--- config.mk ---
export PLATFORM = sky130hd
export DESIGN_NAME = one_shot_timer_table
export DESIGN_NICKNAME = d
export VERILOG_FILES = /design/src/hdl/ostt_pkg.sv /design/src/hdl/ostt_fifo.sv /design/src/hdl/ostt_front.sv /design/src/hdl/ostt_back.sv /design/src/hdl/one_shot_timer_table.sv
export SDC_FILE = /design/constraint.sdc
export NUM_CORES = 1
export LEC_CHECK = 0
export BUFFER_PORTS_ARGS = -buffer_cell sky130_fd_sc_hd__buf_2
export CAP_MARGIN = 15
export CORE_MARGIN = 1
export CORE_UTILIZATION = 50
export CTS_BUF_LIST = sky130_fd_sc_hd__clkbuf_4 sky130_fd_sc_hd__clkbuf_8 sky130_fd_sc_hd__clkbuf_16
export DETAILED_ROUTE_END_ITERATION = 8
export PLACE_DENSITY = 0.67
export SLEW_MARGIN = 20
export SYNTH_ARGS = -nofsm -noshare
export SYNTH_HDL_FRONTEND = slang
export SYNTH_SLANG_ARGS = --single-unit
--- constraint.sdc ---
create_clock -name i_clk -period 17.6 [get_ports i_clk]
set_input_delay 0.88 -clock i_clk [delete_from_list [all_inputs] [get_ports i_clk]]
set_output_delay 0.88 -clock i_clk [all_outputs]
set_load 0.03 [all_outputs]
--- src/hdl/ostt_pkg.sv ---
// Shared types and constants of the one-shot timer table.
package ostt_pkg;

    // Input action codes.
    localparam logic [1:0] ACT_TICK  = 2'd0;
    localparam logic [1:0] ACT_START = 2'd1;
    localparam logic [1:0] ACT_STOP  = 2'd2;

    // Result kind codes.
    localparam logic [1:0] KIND_DONE      = 2'd0;
    localparam logic [1:0] KIND_FULL      = 2'd1;
    localparam logic [1:0] KIND_EXPIRED   = 2'd2;
    localparam logic [1:0] KIND_IDLE_TICK = 2'd3;

    // Tick period and rounding term of the millisecond to tick conversion.
    localparam int unsigned TICK_ROUND = 49;
    localparam int unsigned TICK_MS    = 50;

    // Width of a remaining tick count.
    localparam int REM_W = 27;

    // The divider retires DIV_BITS quotient bits per cycle over a padded dividend.
    localparam int DIV_BITS  = 4;
    localparam int DIV_STEPS = 9;
    localparam int DIV_W     = DIV_BITS * DIV_STEPS;
    localparam int DREM_W    = 6;

    // Most expiry results reported for one tick.
    localparam int MAX_RES = 8;

    typedef enum logic [1:0] {
        OP_TICK,
        OP_START,
        OP_STOP,
        OP_NOP
    } t_op;

    typedef struct packed {
        logic [1:0]         action;
        logic [7:0]         owner_id;
        logic signed [15:0] depth;
        logic [15:0]        event_id;
        logic [31:0]        timeout_ms;
    } t_in;

    typedef struct packed {
        logic [1:0]         kind;
        logic [7:0]         owner_id_out;
        logic signed [15:0] depth_out;
        logic [15:0]        event_id_out;
        logic [2:0]         slot;
        logic               last;
    } t_res;

    // Classified command passed from the front end to the slot engine.
    typedef struct packed {
        t_op                op;
        logic [7:0]         owner_id;
        logic signed [15:0] depth;
        logic [15:0]        event_id;
        logic [REM_W-1:0]   ticks;
    } t_cmd;

endpackage

--- src/hdl/ostt_fifo.sv ---
// Two-entry queue used between the front end, the slot engine and the result port.
module ostt_fifo #(
    parameter int WIDTH = 8
) (
    input  logic             i_clk,
    input  logic             i_rst_n,
    input  logic             i_push,
    input  logic [WIDTH-1:0] i_data,
    output logic             o_full,
    input  logic             i_pop,
    output logic [WIDTH-1:0] o_data,
    output logic             o_empty
);

    logic [WIDTH-1:0] r_mem [2];
    logic             r_wp;
    logic             r_rp;
    logic [1:0]       r_cnt;
    logic             n_wp;
    logic             n_rp;
    logic [1:0]       n_cnt;
    logic             wr;
    logic             rd;

    assign o_full  = (r_cnt == 2'd2);
    assign o_empty = (r_cnt == 2'd0);
    assign o_data  = r_mem[r_rp];
    assign wr      = i_push && !o_full;
    assign rd      = i_pop && !o_empty;

    always_comb begin
        n_wp  = wr ? ~r_wp : r_wp;
        n_rp  = rd ? ~r_rp : r_rp;
        n_cnt = r_cnt;
        if (wr && !rd) begin
            n_cnt = r_cnt + 2'd1;
        end else if (rd && !wr) begin
            n_cnt = r_cnt - 2'd1;
        end
    end

    always_ff @(posedge i_clk) begin
        if (!i_rst_n) begin
            r_wp  <= 1'b0;
            r_rp  <= 1'b0;
            r_cnt <= 2'd0;
        end else begin
            r_wp  <= n_wp;
            r_rp  <= n_rp;
            r_cnt <= n_cnt;
        end
    end

    always_ff @(posedge i_clk) begin
        if (wr) begin
            r_mem[r_wp] <= i_data;
        end
    end

endmodule

--- src/hdl/ostt_front.sv ---
// Front end: accepts input items, classifies them and converts timeouts to ticks.
module ostt_front (
    input  logic            i_clk,
    input  logic            i_rst_n,
    input  logic            i_push,
    input  ostt_pkg::t_in   i_item,
    output logic            o_full,
    output ostt_pkg::t_cmd  o_cmd,
    output logic            o_cmd_push,
    input  logic            i_cmd_full
);
    import ostt_pkg::*;

    logic              r_busy;
    t_cmd              r_cmd;
    logic [DIV_W-1:0]  r_div;
    logic [DREM_W-1:0] r_rem;
    logic [REM_W-1:0]  r_quo;
    logic [3:0]        r_steps;

    logic              accept;
    logic              done;
    t_op               op;
    logic [DREM_W-1:0] n_rem;
    logic [DIV_BITS-1:0] qd;

    assign done       = r_busy && (r_steps == 4'd0);
    assign o_cmd_push = done && !i_cmd_full;
    assign o_full     = r_busy && !o_cmd_push;
    assign accept     = i_push && !o_full;

    always_comb begin
        unique case (i_item.action)
            ACT_TICK:  op = OP_TICK;
            ACT_START: op = OP_START;
            ACT_STOP:  op = OP_STOP;
            default:   op = OP_NOP;
        endcase
    end

    // Four restoring steps per cycle; the partial remainder stays below 50.
    always_comb begin
        logic [DREM_W:0] t;
        n_rem = r_rem;
        qd    = '0;
        for (int j = 0; j < DIV_BITS; j++) begin
            t = {n_rem, r_div[DIV_W-1-j]};
            if (t >= (DREM_W+1)'(TICK_MS)) begin
                t = t - (DREM_W+1)'(TICK_MS);
                qd[DIV_BITS-1-j] = 1'b1;
            end
            n_rem = t[DREM_W-1:0];
        end
    end

    always_comb begin
        o_cmd = r_cmd;
        o_cmd.ticks = (r_quo == '0) ? REM_W'(1) : r_quo;
    end

    always_ff @(posedge i_clk) begin
        if (!i_rst_n) begin
            r_busy  <= 1'b0;
            r_steps <= 4'd0;
        end else begin
            if (accept) begin
                r_busy  <= 1'b1;
                r_steps <= (op == OP_START) ? 4'(DIV_STEPS) : 4'd0;
            end else if (o_cmd_push) begin
                r_busy <= 1'b0;
            end else if (r_busy && r_steps != 4'd0) begin
                r_steps <= r_steps - 4'd1;
            end
        end
    end

    always_ff @(posedge i_clk) begin
        if (accept) begin
            r_cmd.op       <= op;
            r_cmd.owner_id <= i_item.owner_id;
            r_cmd.depth    <= i_item.depth;
            r_cmd.event_id <= i_item.event_id;
            r_cmd.ticks    <= '0;
            r_div <= DIV_W'({1'b0, i_item.timeout_ms} + 33'(TICK_ROUND));
            r_rem <= '0;
            r_quo <= '0;
        end else if (r_busy && r_steps != 4'd0) begin
            r_div <= {r_div[DIV_W-DIV_BITS-1:0], {DIV_BITS{1'b0}}};
            r_rem <= n_rem;
            r_quo <= {r_quo[REM_W-DIV_BITS-1:0], qd};
        end
    end

endmodule

--- src/hdl/ostt_back.sv ---
// Slot engine: scans the timer slots in order and carries out one command at a time.
module ostt_back #(
    parameter int SLOTS = 8
) (
    input  logic            i_clk,
    input  logic            i_rst_n,
    input  ostt_pkg::t_cmd  i_cmd,
    input  logic            i_cmd_empty,
    output logic            o_cmd_pop,
    output ostt_pkg::t_res  o_res,
    output logic            o_res_push,
    input  logic            i_res_full
);
    import ostt_pkg::*;

    localparam int IW = (SLOTS > 1) ? $clog2(SLOTS) : 1;
    localparam int CW = $clog2(SLOTS + 1);

    typedef enum logic [2:0] {
        ST_IDLE   = 3'b001,
        ST_SCAN   = 3'b010,
        ST_FINISH = 3'b100
    } t_state;

    typedef struct packed {
        logic [7:0]         owner;
        logic signed [15:0] depth;
        logic [15:0]        evt;
        logic [REM_W-1:0]   rem;
    } t_slot;

    t_state           r_state;
    t_cmd             r_cmd;
    logic [SLOTS-1:0] r_active;
    t_slot            r_mem [SLOTS];
    t_slot            r_rd_data;
    logic [CW-1:0]    r_rd_cnt;
    logic             r_ev_vld;
    logic [IW-1:0]    r_ev_idx;
    t_res             r_pend;
    logic             r_have;
    logic [3:0]       r_nexp;

    logic             ev_act;
    logic             match;
    logic [REM_W-1:0] dec;
    logic             ev_last;
    logic             expiry;
    logic             emit;
    logic             stall;
    logic             consume;
    logic             start_hit;
    logic             scan_done;
    logic             issue;
    logic [IW-1:0]    rd_addr;
    logic             wr_en;
    t_slot            wr_data;
    logic [IW+2:0]    slot_ext;
    t_res             final_res;

    assign ev_act    = r_active[r_ev_idx];
    assign match     = (r_rd_data.owner == r_cmd.owner_id) && (r_rd_data.depth == r_cmd.depth);
    assign dec       = (r_rd_data.rem == '0) ? '0 : r_rd_data.rem - REM_W'(1);
    assign ev_last   = (r_ev_idx == IW'(SLOTS - 1));
    assign expiry    = (r_cmd.op == OP_TICK) && ev_act && (dec == '0);
    assign emit      = expiry && (r_nexp < 4'(MAX_RES));
    // A new expiry pushes the one held back, which is then known not to be last.
    assign stall     = emit && r_have && i_res_full;
    assign consume   = (r_state == ST_SCAN) && r_ev_vld && !stall;
    assign start_hit = (r_cmd.op == OP_START) && (!ev_act || match);
    assign scan_done = consume && (ev_last || start_hit);
    assign issue     = (r_state == ST_SCAN) && (r_rd_cnt < CW'(SLOTS))
                       && (!r_ev_vld || consume) && !scan_done;
    assign rd_addr   = r_rd_cnt[IW-1:0];
    assign slot_ext  = {3'b000, r_ev_idx};
    assign o_cmd_pop = (r_state == ST_IDLE) && !i_cmd_empty;

    always_comb begin
        wr_en   = 1'b0;
        wr_data = r_rd_data;
        if (consume) begin
            if (r_cmd.op == OP_TICK && ev_act && dec != '0) begin
                wr_en       = 1'b1;
                wr_data.rem = dec;
            end else if (start_hit) begin
                wr_en         = 1'b1;
                wr_data.owner = r_cmd.owner_id;
                wr_data.depth = r_cmd.depth;
                wr_data.evt   = r_cmd.event_id;
                wr_data.rem   = r_cmd.ticks;
            end
        end
    end

    always_comb begin
        final_res      = r_pend;
        final_res.last = 1'b1;
        if (r_cmd.op == OP_TICK && !r_have) begin
            final_res      = '0;
            final_res.kind = KIND_IDLE_TICK;
            final_res.last = 1'b1;
        end
    end

    always_comb begin
        if (r_state == ST_FINISH) begin
            o_res      = final_res;
            o_res_push = !i_res_full;
        end else begin
            o_res      = r_pend;
            o_res_push = consume && emit && r_have;
        end
    end

    always_ff @(posedge i_clk) begin
        if (!i_rst_n) begin
            r_state  <= ST_IDLE;
            r_active <= '0;
            r_rd_cnt <= '0;
            r_ev_vld <= 1'b0;
            r_have   <= 1'b0;
            r_nexp   <= 4'd0;
        end else begin
            unique case (r_state)
                ST_IDLE: begin
                    if (!i_cmd_empty) begin
                        r_rd_cnt <= '0;
                        r_ev_vld <= 1'b0;
                        r_have   <= 1'b0;
                        r_nexp   <= 4'd0;
                        r_state  <= (i_cmd.op == OP_NOP) ? ST_FINISH : ST_SCAN;
                    end
                end
                ST_SCAN: begin
                    if (issue) begin
                        r_rd_cnt <= r_rd_cnt + CW'(1);
                        r_ev_vld <= 1'b1;
                    end else if (consume) begin
                        r_ev_vld <= 1'b0;
                    end
                    if (consume) begin
                        if (expiry || (r_cmd.op == OP_STOP && ev_act && match)) begin
                            r_active[r_ev_idx] <= 1'b0;
                        end else if (start_hit) begin
                            r_active[r_ev_idx] <= 1'b1;
                        end
                        if (emit) begin
                            r_have <= 1'b1;
                            r_nexp <= r_nexp + 4'd1;
                        end
                    end
                    if (scan_done) begin
                        r_state <= ST_FINISH;
                    end
                end
                ST_FINISH: begin
                    if (!i_res_full) begin
                        r_state <= ST_IDLE;
                    end
                end
                default: begin
                    r_state <= ST_IDLE;
                end
            endcase
        end
    end

    always_ff @(posedge i_clk) begin
        if (o_cmd_pop) begin
            r_cmd  <= i_cmd;
            r_pend <= '0;
        end else if (consume) begin
            if (emit) begin
                r_pend.kind         <= KIND_EXPIRED;
                r_pend.owner_id_out <= r_rd_data.owner;
                r_pend.depth_out    <= r_rd_data.depth;
                r_pend.event_id_out <= r_rd_data.evt;
                r_pend.slot         <= slot_ext[2:0];
                r_pend.last         <= 1'b0;
            end else if (start_hit) begin
                r_pend <= {KIND_DONE, 8'd0, 16'd0, 16'd0, slot_ext[2:0], 1'b0};
            end else if (r_cmd.op == OP_START && ev_last) begin
                r_pend <= {KIND_FULL, 8'd0, 16'd0, 16'd0, 3'd0, 1'b0};
            end
        end
        if (issue) begin
            r_ev_idx <= rd_addr;
        end
    end

    always_ff @(posedge i_clk) begin
        if (wr_en) begin
            r_mem[r_ev_idx] <= wr_data;
        end
        if (issue) begin
            r_rd_data <= r_mem[rd_addr];
        end
    end

endmodule

--- src/hdl/one_shot_timer_table.sv ---
// Top level of the one-shot timer table: front end, command queue, slot engine, result queue.
//
// A table of SLOTS one-shot timers driven through two queue-style ports. Each input item
// (tick, start or stop) produces one result, except a tick that expires several timers,
// which produces one expiry result per timer, for at most MAX_RES timers, in slot order,
// with last set on the final one. The front end turns a start's timeout into ticks with a
// divider that retires four quotient bits per cycle; ticks and stops skip the divider.
// The slot engine then walks the slot memory one slot per cycle through its single read
// port, stalling while a held expiry result meets a full result queue; a start ends the
// walk at the slot it takes. The front end works on the next item while the engine is
// busy, and a two-entry queue sits between them.
module one_shot_timer_table #(
    parameter int SLOTS = 8
) (
    input  logic            i_clk,
    input  logic            i_rst_n,
    input  logic            push,
    output logic            full,
    input  ostt_pkg::t_in   i_item,
    output logic            empty,
    input  logic            pop,
    output ostt_pkg::t_res  o_result
);
    import ostt_pkg::*;

    t_cmd front_cmd;
    logic front_push;
    logic cmd_full;
    t_cmd cmd_head;
    logic cmd_empty;
    logic cmd_pop;
    t_res back_res;
    logic res_push;
    logic res_full;

    ostt_front u_front (
        .i_clk      (i_clk),
        .i_rst_n    (i_rst_n),
        .i_push     (push),
        .i_item     (i_item),
        .o_full     (full),
        .o_cmd      (front_cmd),
        .o_cmd_push (front_push),
        .i_cmd_full (cmd_full)
    );

    ostt_fifo #(
        .WIDTH ($bits(t_cmd))
    ) u_cmd_fifo (
        .i_clk   (i_clk),
        .i_rst_n (i_rst_n),
        .i_push  (front_push),
        .i_data  (front_cmd),
        .o_full  (cmd_full),
        .i_pop   (cmd_pop),
        .o_data  (cmd_head),
        .o_empty (cmd_empty)
    );

    ostt_back #(
        .SLOTS (SLOTS)
    ) u_back (
        .i_clk       (i_clk),
        .i_rst_n     (i_rst_n),
        .i_cmd       (cmd_head),
        .i_cmd_empty (cmd_empty),
        .o_cmd_pop   (cmd_pop),
        .o_res       (back_res),
        .o_res_push  (res_push),
        .i_res_full  (res_full)
    );

    ostt_fifo #(
        .WIDTH ($bits(t_res))
    ) u_res_fifo (
        .i_clk   (i_clk),
        .i_rst_n (i_rst_n),
        .i_push  (res_push),
        .i_data  (back_res),
        .o_full  (res_full),
        .i_pop   (pop),
        .o_data  (o_result),
        .o_empty (empty)
    );

    a_cmd_pop_nonempty: assert property (@(posedge i_clk) disable iff (!i_rst_n)
        cmd_pop |-> !cmd_empty)
        else $error("command queue popped while empty");

    a_res_push_room: assert property (@(posedge i_clk) disable iff (!i_rst_n)
        res_push |-> !res_full)
        else $error("result pushed into a full result queue");

    a_full_is_last: assert property (@(posedge i_clk) disable iff (!i_rst_n)
        (!empty && o_result.kind == KIND_FULL) |-> (o_result.last && o_result.slot == 3'd0))
        else $error("table full result is not a single final result");

    a_idle_tick_clean: assert property (@(posedge i_clk) disable iff (!i_rst_n)
        (!empty && o_result.kind == KIND_IDLE_TICK)
        |-> (o_result.last && o_result.owner_id_out == 8'd0 && o_result.event_id_out == 16'd0))
        else $error("tick without expiry carries stale fields");

endmodule
==> results.toml, run 1 <==
[clocking]
cts_made_buffers = 106
holdBufCountCts = 0
clock_path_buffers = 3
cts.repair.resized = 0
cts_root_buffer = "clkbuf_16"
clk_latency_ns = 0.67
clk_pin_slew_ns = 0.06
tritoncts = "built"
cts.sinks = 1097
cts_setup_buffers = 0
htreeDepth = 3

[worst_setup_path]
reg2reg_slack_ns = 11.82
cp_top_family = "simple AND/OR/NAND/NOR gates"
cpMostUsedCell = "buf_4"
r2r_end = "u_back.r_mem[3][0]$_DFFE_PP_"
path_buf_inv = 3
critPathMaxFanout = 54
slowest_stage = "or4b_2"
slowest_delay_ns = 0.69
crit_required_ns = 17.84
arrival_ns = 6.02
crit_chain = "inv_1 > ha_1 > or4b_2 > nand2b_1 > nor4_1 > a31oi_1 > or4_1 > a211oi_1 > or3_1 > buf_4 > and2_4 > nor2_4 > buf_4"
setup.worst_path.end_class = "register"
r2r_start = "u_back.r_rd_data[0]$_DFFE_PP_"
start_kind = "register"
ff2ff_path_depth = 13
crit_type = "register to register"

[route]
drcViolationCount = 0
first_pass_iters = 5
wire_per_inst_um = 22.9
vias_per_cell = 5.77
routed_wl_mm = 89.1
final_antenna_net_count = 0
dr.first_iter.drc_count = 1790
vias = 22400

[hold_path]
min_path_cells = 1
hold_path_end = "u_front.o_cmd[29]$_DFFE_PP_"
hold_class = "input port to register"
hp-start = "i_item[34]"

[grt]
grtUsageTotal = 0.204
antenna_found_initial = 1
grt_pass1_vias = 22700
grt_max_degree = 77
grt_overflow = 0
grt_first_pass_wirelength_mm = 135

[timing]
max_freq_ghz = 0.173
finalHoldViolCount = 0
layout_worst_path_cycle_share = 0.329
finClkSkew_ns = 0.0699
fin_setup_tns_ns = 0
min_period_ns = 5.78
rsz0062_at_grt = "false"
worst_slew_pin_slew_ns = 1.11
relSlewSlack = 0.263
setup_viol_count_final = 0
setup_slack_ns = 11.82
slew_violations = 0

[pwr]
powerDensity_nw_per_um2 = 128
power.total_uw = 6300
ir_drop_v = 0.0000970
power_leakage_uw = 0.0160

[synth]
yosys-top-cells-area = "edfxtp_1, mux4_2, mux2_2"
ys_seq_area_frac = 0.732
ys_warn_count = 0
syn_avg_cell_area_um2 = 17.2
syn_inst = 2526
synthFlopType = "edfxtp_1"
synth_cell_types = 81
synth_edf_count = 983
syn_nets = 2615
ys_ff_latch = 1097
async_reset_ff_frac = 0
yosysTopAreaCell = "edfxtp_1"
yosysTopAreaCellShare = 0.680
synth_area_um2 = 43400

[floorplanning]
start_util = 0.507
dieWidth_um = 297
core_region_area_um2 = 85500
die_area_um2 = 88000
rows = 107
die_h_um = 297
ios = 126

[placed_design]
placed_area_um2 = 45200
dp_hpwl_mm = 53.3
gp_congestion = 0.873
io_buffers = 125
place_ws_ns = 11.94

[layout]
fillCellCount = 6387
layout.nets = 2739
diodes = 0
area_growth_pct = 12.9
stdcell_area_um2 = 49000
drive_above_1_share = 0.273

[run_status]
status = "finished clean"

[job]
cap_violations = 0
==> stage by stage <==
stage | cells | util | hold WS, ns
6_report | 3887 | 0.573 | 0.381
5_1_grt | 3887 | 0.573 | 0.343
4_1_cts | 3885 | 0.572 | 0.334
3_5_place_dp | 3684 | 0.529 | 0.432
3_3_place_gp | 3684 | 0.528 | 0.422
2_1_floorplan | 2526 | - | 0.406
==> routing by layer <==
metal / track usage / wire length [µm]
met4: 0.0483 / 1680
met2: 0.331 / 42600
met1: 0.290 / 39600
met5: 0 / 0
met3: 0.0345 / 5220
==> sequential cells by signal, summed over array words and instances, names as in the netlist, 3 cells and up, named ones only <==
register	count
u_front.o_cmd	42
u_front.r_div	36
u_back.r_pend	45
u_back.r_ev_idx	3
u_front.r_quo	27
u_cmd_fifo.r_mem	138
u_back.r_state	3
u_back.r_rd_cnt	4
u_back.r_nexp	4
u_back.r_cmd	69
u_res_fifo.r_mem	92
u_front.r_steps	4
u_front.r_rem	6
u_back.r_rd_data	67
u_back.r_mem	536
==> logic make-up after synthesis <==
| family | synth area share |
|---|---|
| AO/OA/AOI/OAI | 0.0450 |
| XOR/XNOR | 0.0147 |
| adder cells (fa/ha/maj) | 0.00317 |
| buffers and inverters | 0.0168 |
| flip-flops | 0.732 |
| multiplexers | 0.126 |
| AND/OR/NAND/NOR | 0.0621 |
==> cells in the mapped netlist (32+ instances only) <==
library cell and instances:
a22o_1 47, nor2_1 77, nor3_1 37, mux2_2 204, clkbuf_1 105, o21ai_0 74, nand2_1 214, and2_1 56
xnor2_1 32, xor2_1 41, mux4_2 135, nand3_1 34, edfxtp_1 983, dfxtp_1 114
==> worst register-to-register path, stage by stage, from the launching register on <==
cell and delay [ns]:
edfxtp_1 0.45, inv_1 0.13, ha_1 0.27, or4b_2 0.69, nand2b_1 0.47, nor4_1 0.55, a31oi_1 0.09, or4_1 0.59
a211oi_1 0.34, or3_1 0.16, buf_4 0.40, and2_4 0.52, nor2_4 0.23, buf_4 0.46
==> how the worst max path moves through the flow <==
stage / from / endpoint / slack, ns / depth (start not counted)
floorplan: u_back.r_rd_data[0]$_DFFE_PP_ / u_res_fifo.r_mem[0][0]$_DFFE_PP_ / 10.78 / 10
global placement: u_back.r_rd_data[0]$_DFFE_PP_ / u_back.r_mem[3][32]$_DFFE_PP_ / 11.99 / 13
detailed placement: u_back.r_rd_data[0]$_DFFE_PP_ / u_back.r_mem[3][32]$_DFFE_PP_ / 11.94 / 13
CTS: u_back.r_rd_data[0]$_DFFE_PP_ / u_back.r_mem[3][0]$_DFFE_PP_ / 11.89 / 13
global route: u_back.r_rd_data[0]$_DFFE_PP_ / u_back.r_mem[3][3]$_DFFE_PP_ / 11.42 / 13
finish: u_back.r_rd_data[0]$_DFFE_PP_ / u_back.r_mem[3][0]$_DFFE_PP_ / 11.82 / 13
==> cell usage in the layout (no fill, tap or decap), types with 23 or more instances in the layout <==
cell       Yosys  routed
edfxtp_1     983     983
nand2_1      214     213
mux2_2       204     204
mux4_2       135     135
buf_2         14     125
dfxtp_1      114     109
clkbuf_16      0     108
o21ai_0       74      74
nor2_1        77      66
and2_1        56      55
a22o_1        47      47
xor2_1        41      41
nor3_1        37      34
nand3_1       34      34
xnor2_1       32      32
a21oi_1       31      31
buf_4          7      31
nor4_1        23      23
clkbuf_4       0      23
==> cell type report <==
| class | instances | area [µm²] | share of cell area |
|---|---|---|---|
| multi-input cells | 1260 | 11000 | 0.224 |
| repair buffers | 161 | 940 | 0.0192 |
| clock buffers | 146 | 3080 | 0.0629 |
| inverters | 24 | 91.3 | 0.00186 |
| well taps | 1144 | 1430 | 0.0292 |
| flip-flops and latches | 1097 | 31800 | 0.649 |
| clock inverters | 55 | 674 | 0.0138 |
==> power by group <==
| group | internal (µW) | switching [µW] |
|---|---|---|
| combinational | 291 | 493 |
| sequential | 3030 | 116 |
| clock | 1420 | 950 |
(Power assumes the default switching activity.)
==> run 2, diff against run 1 <==
- clock period: 17.6 -> 5.8 ns (I/O delays scaled with it)
==> results.toml, run 2 (same netlist as run 1, synthesis figures left out) <==
[run_status]
status = "finished clean"

[pwr]
p_comb_frac = 0.132
ir_drop_v = 0.000286
power_leakage_uw = 0.0163
pwr-share-seq = 0.500
power.switching_uw = 4850
p_clk_frac = 0.368
powerDensity_nw_per_um2 = 384
p_int_uw = 14300
power.total_uw = 19100
swShare = 0.254

[worst_setup_path]
arrival_ns = 5.82
crit_required_ns = 6.16
slowest_delay_ns = 0.79
crit_chain = "inv_1 > ha_1 > or4b_2 > nand2b_1 > a211oi_1 > nor3_1 > o2111ai_2 > a2111oi_4 > and2_4 > or3_2 > and2_4 > nor2_4 > buf_4"
crit_type = "register to register"
slowest_stage = "nor2_4"
critPathMaxFanout = 22
setup.worst_path.end_class = "register"
start_kind = "register"
cpMostUsedCell = "and2_4"
cp_top_family = "simple AND/OR/NAND/NOR gates"
path_buf_inv = 2

[grt]
antenna_found_initial = 1
grt_overflow = 0
grt_max_degree = 76
grt_first_pass_wirelength_mm = 138
grtUsageTotal = 0.210
grt_pass1_vias = 23000

[timing]
setup_viol_count_final = 0
finalHoldViolCount = 0
slew_violations = 0
rsz0062_at_grt = "false"
layout_worst_path_cycle_share = 0.942
max_freq_ghz = 0.183
worst_slew_pin_slew_ns = 1.17
finClkSkew_ns = 0.0474
min_period_ns = 5.46
relSlewSlack = 0.221
fin_setup_tns_ns = 0

[route]
vias_per_cell = 5.77
routed_wl_mm = 91.6
drcViolationCount = 0
first_pass_iters = 6
dr.first_iter.drc_count = 1861
final_antenna_net_count = 0
vias = 22800
wire_per_inst_um = 23.2

[layout]
reg_top3 = "u_back.r_mem x536, u_cmd_fifo.r_mem x138, u_res_fifo.r_mem x92"
largest_reg_flops = 536
area_growth_pct = 14.7
diodes = 0
top_register = "u_back.r_mem"
final_common_cell = "edfxtp_1"
stdcell_area_um2 = 49800
final_cell_mix = "edfxtp_1, nand2_1, mux2_2"
layout.nets = 2808
drive_above_1_share = 0.271

[floorplanning]
dieWidth_um = 297
die_h_um = 297
rows = 107
die_area_um2 = 88000
ios = 126
start_util = 0.507
core_region_area_um2 = 85500

[clocking]
clock_path_buffers = 3
clk_pin_slew_ns = 0.06
clk_latency_ns = 0.71
htreeDepth = 3
cts_made_buffers = 107
cts_root_buffer = "clkbuf_16"
cts.sinks = 1097
tritoncts = "built"

[placed_design]
io_buffers = 125
gp_congestion = 0.865
placed_area_um2 = 45500
dp_hpwl_mm = 55.4

[job]
cap_violations = 0

[hold_path]
hold_class = "input port to register"
[run 2: cell types whose count changed in the layout (fill, tap and decap cells not counted), moves of 3 or more]
| cell | before | now |
|---|---|---|
| buf_12 | 1 | 15 |
| bufinv_16 | 13 | 7 |
| clkbuf_8 | 15 | 22 |
| clkinv_2 | 22 | 18 |
| dlygate4sd3_1 | 0 | 53 |
| clkinv_16 | 1 | 4 |
[run 2: final cells by class]
class,count,area [µm²]
Fill cell,6294,35700
Clock inverter,44,519
Tap cell,1144,1430
Multi-Input combinational cell,1260,11000
Sequential cell,1097,31800
Inverter,24,91.3
Timing Repair Buffer,229,1770
Clock buffer,154,3170
[run 2: worst paths after layout]
path	from	slack [ns]	cells past startpoint	to
max	u_back.r_rd_data[0]$_DFFE_PP_	0.34	13	u_back.r_mem[0][34]$_DFFE_PP_
min	i_item[27]	0.04	3	u_front.r_div[27]$_DFFE_PP_
max reg2reg	u_back.r_rd_data[0]$_DFFE_PP_	0.34	13	u_back.r_mem[0][34]$_DFFE_PP_
min reg2reg	u_front.o_cmd[64]$_DFFE_PP_	0.44	0	u_cmd_fifo.r_mem[1][64]$_DFFE_PP_
[run 2: repair_timing]
item                       4_1_cts  5_1_grt
hold endpoints to repair        54        0
setup buffers                    0        0
hold buffers                    53        0
setup endpoints to repair        0        1
resized for setup                0        2
[run 2: through the flow]
step / utilization / instances / hold slack, ns / worst slack, ns
after floorplan: - / 2526 / 0.389 / -0.880
after global placement: 0.532 / 3698 / 0.422 / 0.430
after detailed placement: 0.532 / 3698 / 0.436 / 0.451
after CTS: 0.581 / 3949 / 0.00325 / 0.398
after global routing: 0.582 / 3952 / 0.0242 / 0.0495
final: 0.582 / 3952 / 0.0416 / 0.339
[run 2: power groups by stage]
stage                     clock, µW  sequential [µW]  combinational [µW]
after global routing           7460             9590                2750
after detailed placement          0             9770                2410
after CTS                      7150             9610                2460
after floorplan                   0             9500                1800
final                          7040             9540                2530
after global placement            0             9770                2380
[run 2: layer usage]
layer / global-route usage / up-vias / share of wire
met5: 0 / - / 0
met3: 0.0279 / 139 / 0.051
met2: 0.353 / 724 / 0.50
met1: 0.290 / 11700 / 0.43
li1: - / 10200 / -
met4: 0.0558 / 0 / 0.020
[run 2: worst min-delay path, delay by kind of cell]
kind | cells | cell delay [ns]
buf+inv | 1 | 0.11
compound gates | 1 | 0.13
xor+xnor | 1 | 0.07
==> run 3, diff against run 2 <==
- SYNTH_HIERARCHICAL: unset -> 1
==> results.toml, run 3 <==
[run_status]
status = "finished clean"

[synth]
syn_inst = 2497
syn_avg_cell_area_um2 = 17.6
synth-compound-area-share = 0.0459
synth_edf_count = 983
synth_area_um2 = 43900
synthAdderAreaFrac = 0.00314
ys_ff_latch = 1097
synthXorXnorAreaFrac = 0.0132
synth_cell_types = 98
ys_seq_area_frac = 0.725
ys_warn_count = 6
yosysMostFrequentCell = "edfxtp_1"
synthFlopType = "edfxtp_1"
synthMuxAreaShare = 0.135
yosys-top-cells-area = "edfxtp_1, mux4_2, mux2_2"
syn_nets = 2586
yosysTopAreaCell = "edfxtp_1"
yosysTopAreaCellShare = 0.673
synthTopCellsByCount = "edfxtp_1, mux2_2, nand2_1"
synth_top_family_by_area = "multiplexers"
async_reset_ff_frac = 0
synth-simple-area-share = 0.0600

[clocking]
cts_made_buffers = 107
clock_path_buffers = 3
cts_root_buffer = "clkbuf_16"
htreeDepth = 3
clk_pin_slew_ns = 0.06
tritoncts = "built"
cts.repair.resized = 0
clk_latency_ns = 0.66
cts.sinks = 1097

[timing]
finClkSkew_ns = 0.0301
finalHoldViolCount = 0
max_freq_ghz = 0.196
layout_worst_path_cycle_share = 0.879
fin_worst_hold_slack_ns = 0.0359
rsz0062_at_grt = "false"
slew_violations = 0
min_period_ns = 5.10
worst_slew_pin_slew_ns = 0.998
relSlewSlack = 0.335
setup_viol_count_final = 0

[route]
vias = 22700
wire_per_inst_um = 23.5
drcViolationCount = 0
routed_wl_mm = 91.7
final_antenna_net_count = 0
vias_per_cell = 5.80
first_pass_iters = 5
dr.first_iter.drc_count = 1817

[worst_setup_path]
slowest_delay_ns = 0.58
slowest_stage = "or3_1"
start_kind = "register"
arrival_ns = 5.38
reg2reg_slack_ns = 0.70
r2r_start = "u_back/r_rd_data[0]$_DFFE_PN_"
cpMostUsedCell = "inv_1"
r2r_end = "u_res_fifo/r_mem[0][41]$_DFFE_PP_"
crit_type = "register to register"
setup.worst_path.end_class = "register"
crit_required_ns = 6.08
ff2ff_path_depth = 12
crit_chain = "inv_1 > ha_1 > nor4b_2 > nand3_2 > or3_1 > o32ai_1 > and4_1 > a31o_1 > a22o_1 > inv_1 > nor3_4 > buf_4"
critPathMaxFanout = 47

[layout]
top_register = "u_back/r_mem"
final_util = 0.574
final_cell_mix = "edfxtp_1, mux2_2, nand2_1"
layout.nets = 2752
fin_cells = 3909
stdcell_area_um2 = 49900
drive_above_1_share = 0.281
largest_reg_flops = 536
area_growth_pct = 13.7
reg_top3 = "u_back/r_mem x536, u_cmd_fifo/r_mem x138, u_res_fifo/r_mem x92"
diodes = 0
fillCellCount = 6432
final_common_cell = "edfxtp_1"

[floorplanning]
start_util = 0.505
core_region_area_um2 = 86900
dieWidth_um = 298
ios = 126
die_area_um2 = 88900
rows = 108
die_h_um = 298

[pwr]
power.switching_uw = 4690
power_leakage_uw = 0.0164
p_clk_frac = 0.370
swShare = 0.246
powerDensity_nw_per_um2 = 382
power.total_uw = 19000
p_int_uw = 14400
p_comb_frac = 0.120
ir_drop_v = 0.000288
pwr-share-seq = 0.510

[placed_design]
placed_area_um2 = 45700
dp_hpwl_mm = 55.9
dp_cells = 3661
gp_congestion = 0.880
io_buffers = 125

[hold_path]
hold_path_end = "u_front/r_div[19]$_DFFE_PP_"
hold_class = "input port to register"
hp-start = "i_item[19]"
min_path_cells = 3

[grt]
grt_pass1_vias = 23500
grtUsageTotal = 0.207
grt_first_pass_wirelength_mm = 140
grt_max_degree = 90
grt_overflow = 0
antenna_found_initial = 1

[job]
cap_violations = 0
==> run 3: cell types whose count changed in the layout (fill, tap and decap cells not counted), sizes merged, moves of 15 or more <==
cell	previous run	this run
mux2	204	227
mux2i	12	29
and3	11	27
o21ai	91	76
nand2	214	137
==> run 3: through the flow <==
stage	setup TNS, ns	setup slack (ns)
global route	0	0.319
floorplan	-372.85	-2.04
detailed placement	0	0.750
CTS	0	0.750
global placement	0	0.885
finish	0	0.700
==> run 3: power groups by stage <==
stage / clock [µW] / combinational, µW / sequential [µW]
CTS: 7180 / 2330 / 9740
detailed placement: 0 / 2280 / 9900
global route: 7480 / 2470 / 9770
global placement: 0 / 2240 / 9880
finish: 7040 / 2290 / 9720
floorplan: 0 / 1780 / 9610
==> run 3: cells by family (layout without fill, tap and decap cells) <==
family,Yosys count,after routing
AO/OA/AOI/OAI,273,273
XOR/XNOR,66,66
adder cells (fa/ha/maj),11,11
multiplexers,390,390
buffers and inverters,178,435
AND/OR/NAND/NOR,482,482
flip-flops,1097,1097
==> run 3: area by class of cell <==
class / count / area (µm²) / share of cell area
Clock buffer: 150 / 3120 / 0.0625
Clock inverter: 50 / 548 / 0.0110
Inverter: 25 / 95.1 / 0.00191
Multi-Input combinational cell: 1222 / 11400 / 0.228
Sequential cell: 1097 / 31800 / 0.638
Tap cell: 1155 / 1450 / 0.0290
Timing Repair Buffer: 210 / 1490 / 0.0299
==> run 3: worst max path at each step <==
stage                                        startpoint                           endpoint  slack (ns)  depth (start not counted)
after global routing      u_back/r_rd_data[0]$_DFFE_PN_  u_res_fifo/r_mem[0][41]$_DFFE_PP_        0.32                         12
final                     u_back/r_rd_data[0]$_DFFE_PN_  u_res_fifo/r_mem[0][41]$_DFFE_PP_        0.70                         12
after floorplan           u_back/r_rd_data[0]$_DFFE_PN_       u_back/r_mem[1][0]$_DFFE_PP_       -2.04                         13
after detailed placement  u_back/r_rd_data[0]$_DFFE_PN_  u_res_fifo/r_mem[0][43]$_DFFE_PP_        0.75                         12
after global placement    u_back/r_rd_data[0]$_DFFE_PN_  u_res_fifo/r_mem[0][41]$_DFFE_PP_        0.89                         12
after CTS                 u_back/r_rd_data[0]$_DFFE_PN_  u_res_fifo/r_mem[0][43]$_DFFE_PP_        0.75                         12
==> run 3: repair_timing <==
item                      CTS  global route
setup buffers               0             0
hold buffers               47             0
hold endpoints to repair   47             0
==> run 3: worst max-delay path, delay by kind of cell (launching register included) <==
family                   cells  cell delay [ns]
buffers and inverters        3             0.74
flip-flops                   1             0.55
AO/OA/AOI/OAI                3             0.95
adder cells (fa/ha/maj)      1             0.40
AND/OR/NAND/NOR              5             1.97
==> run 3: metal layers <==
| metal | share of wire | up-vias | global-route usage |
|---|---|---|---|
| met5 | 0 | - | 0 |
| met4 | 0.015 | 0 | 0.0473 |
| met3 | 0.046 | 108 | 0.0280 |
| met2 | 0.50 | 566 | 0.355 |
| met1 | 0.44 | 11800 | 0.282 |
| li1 | - | 10200 | - |
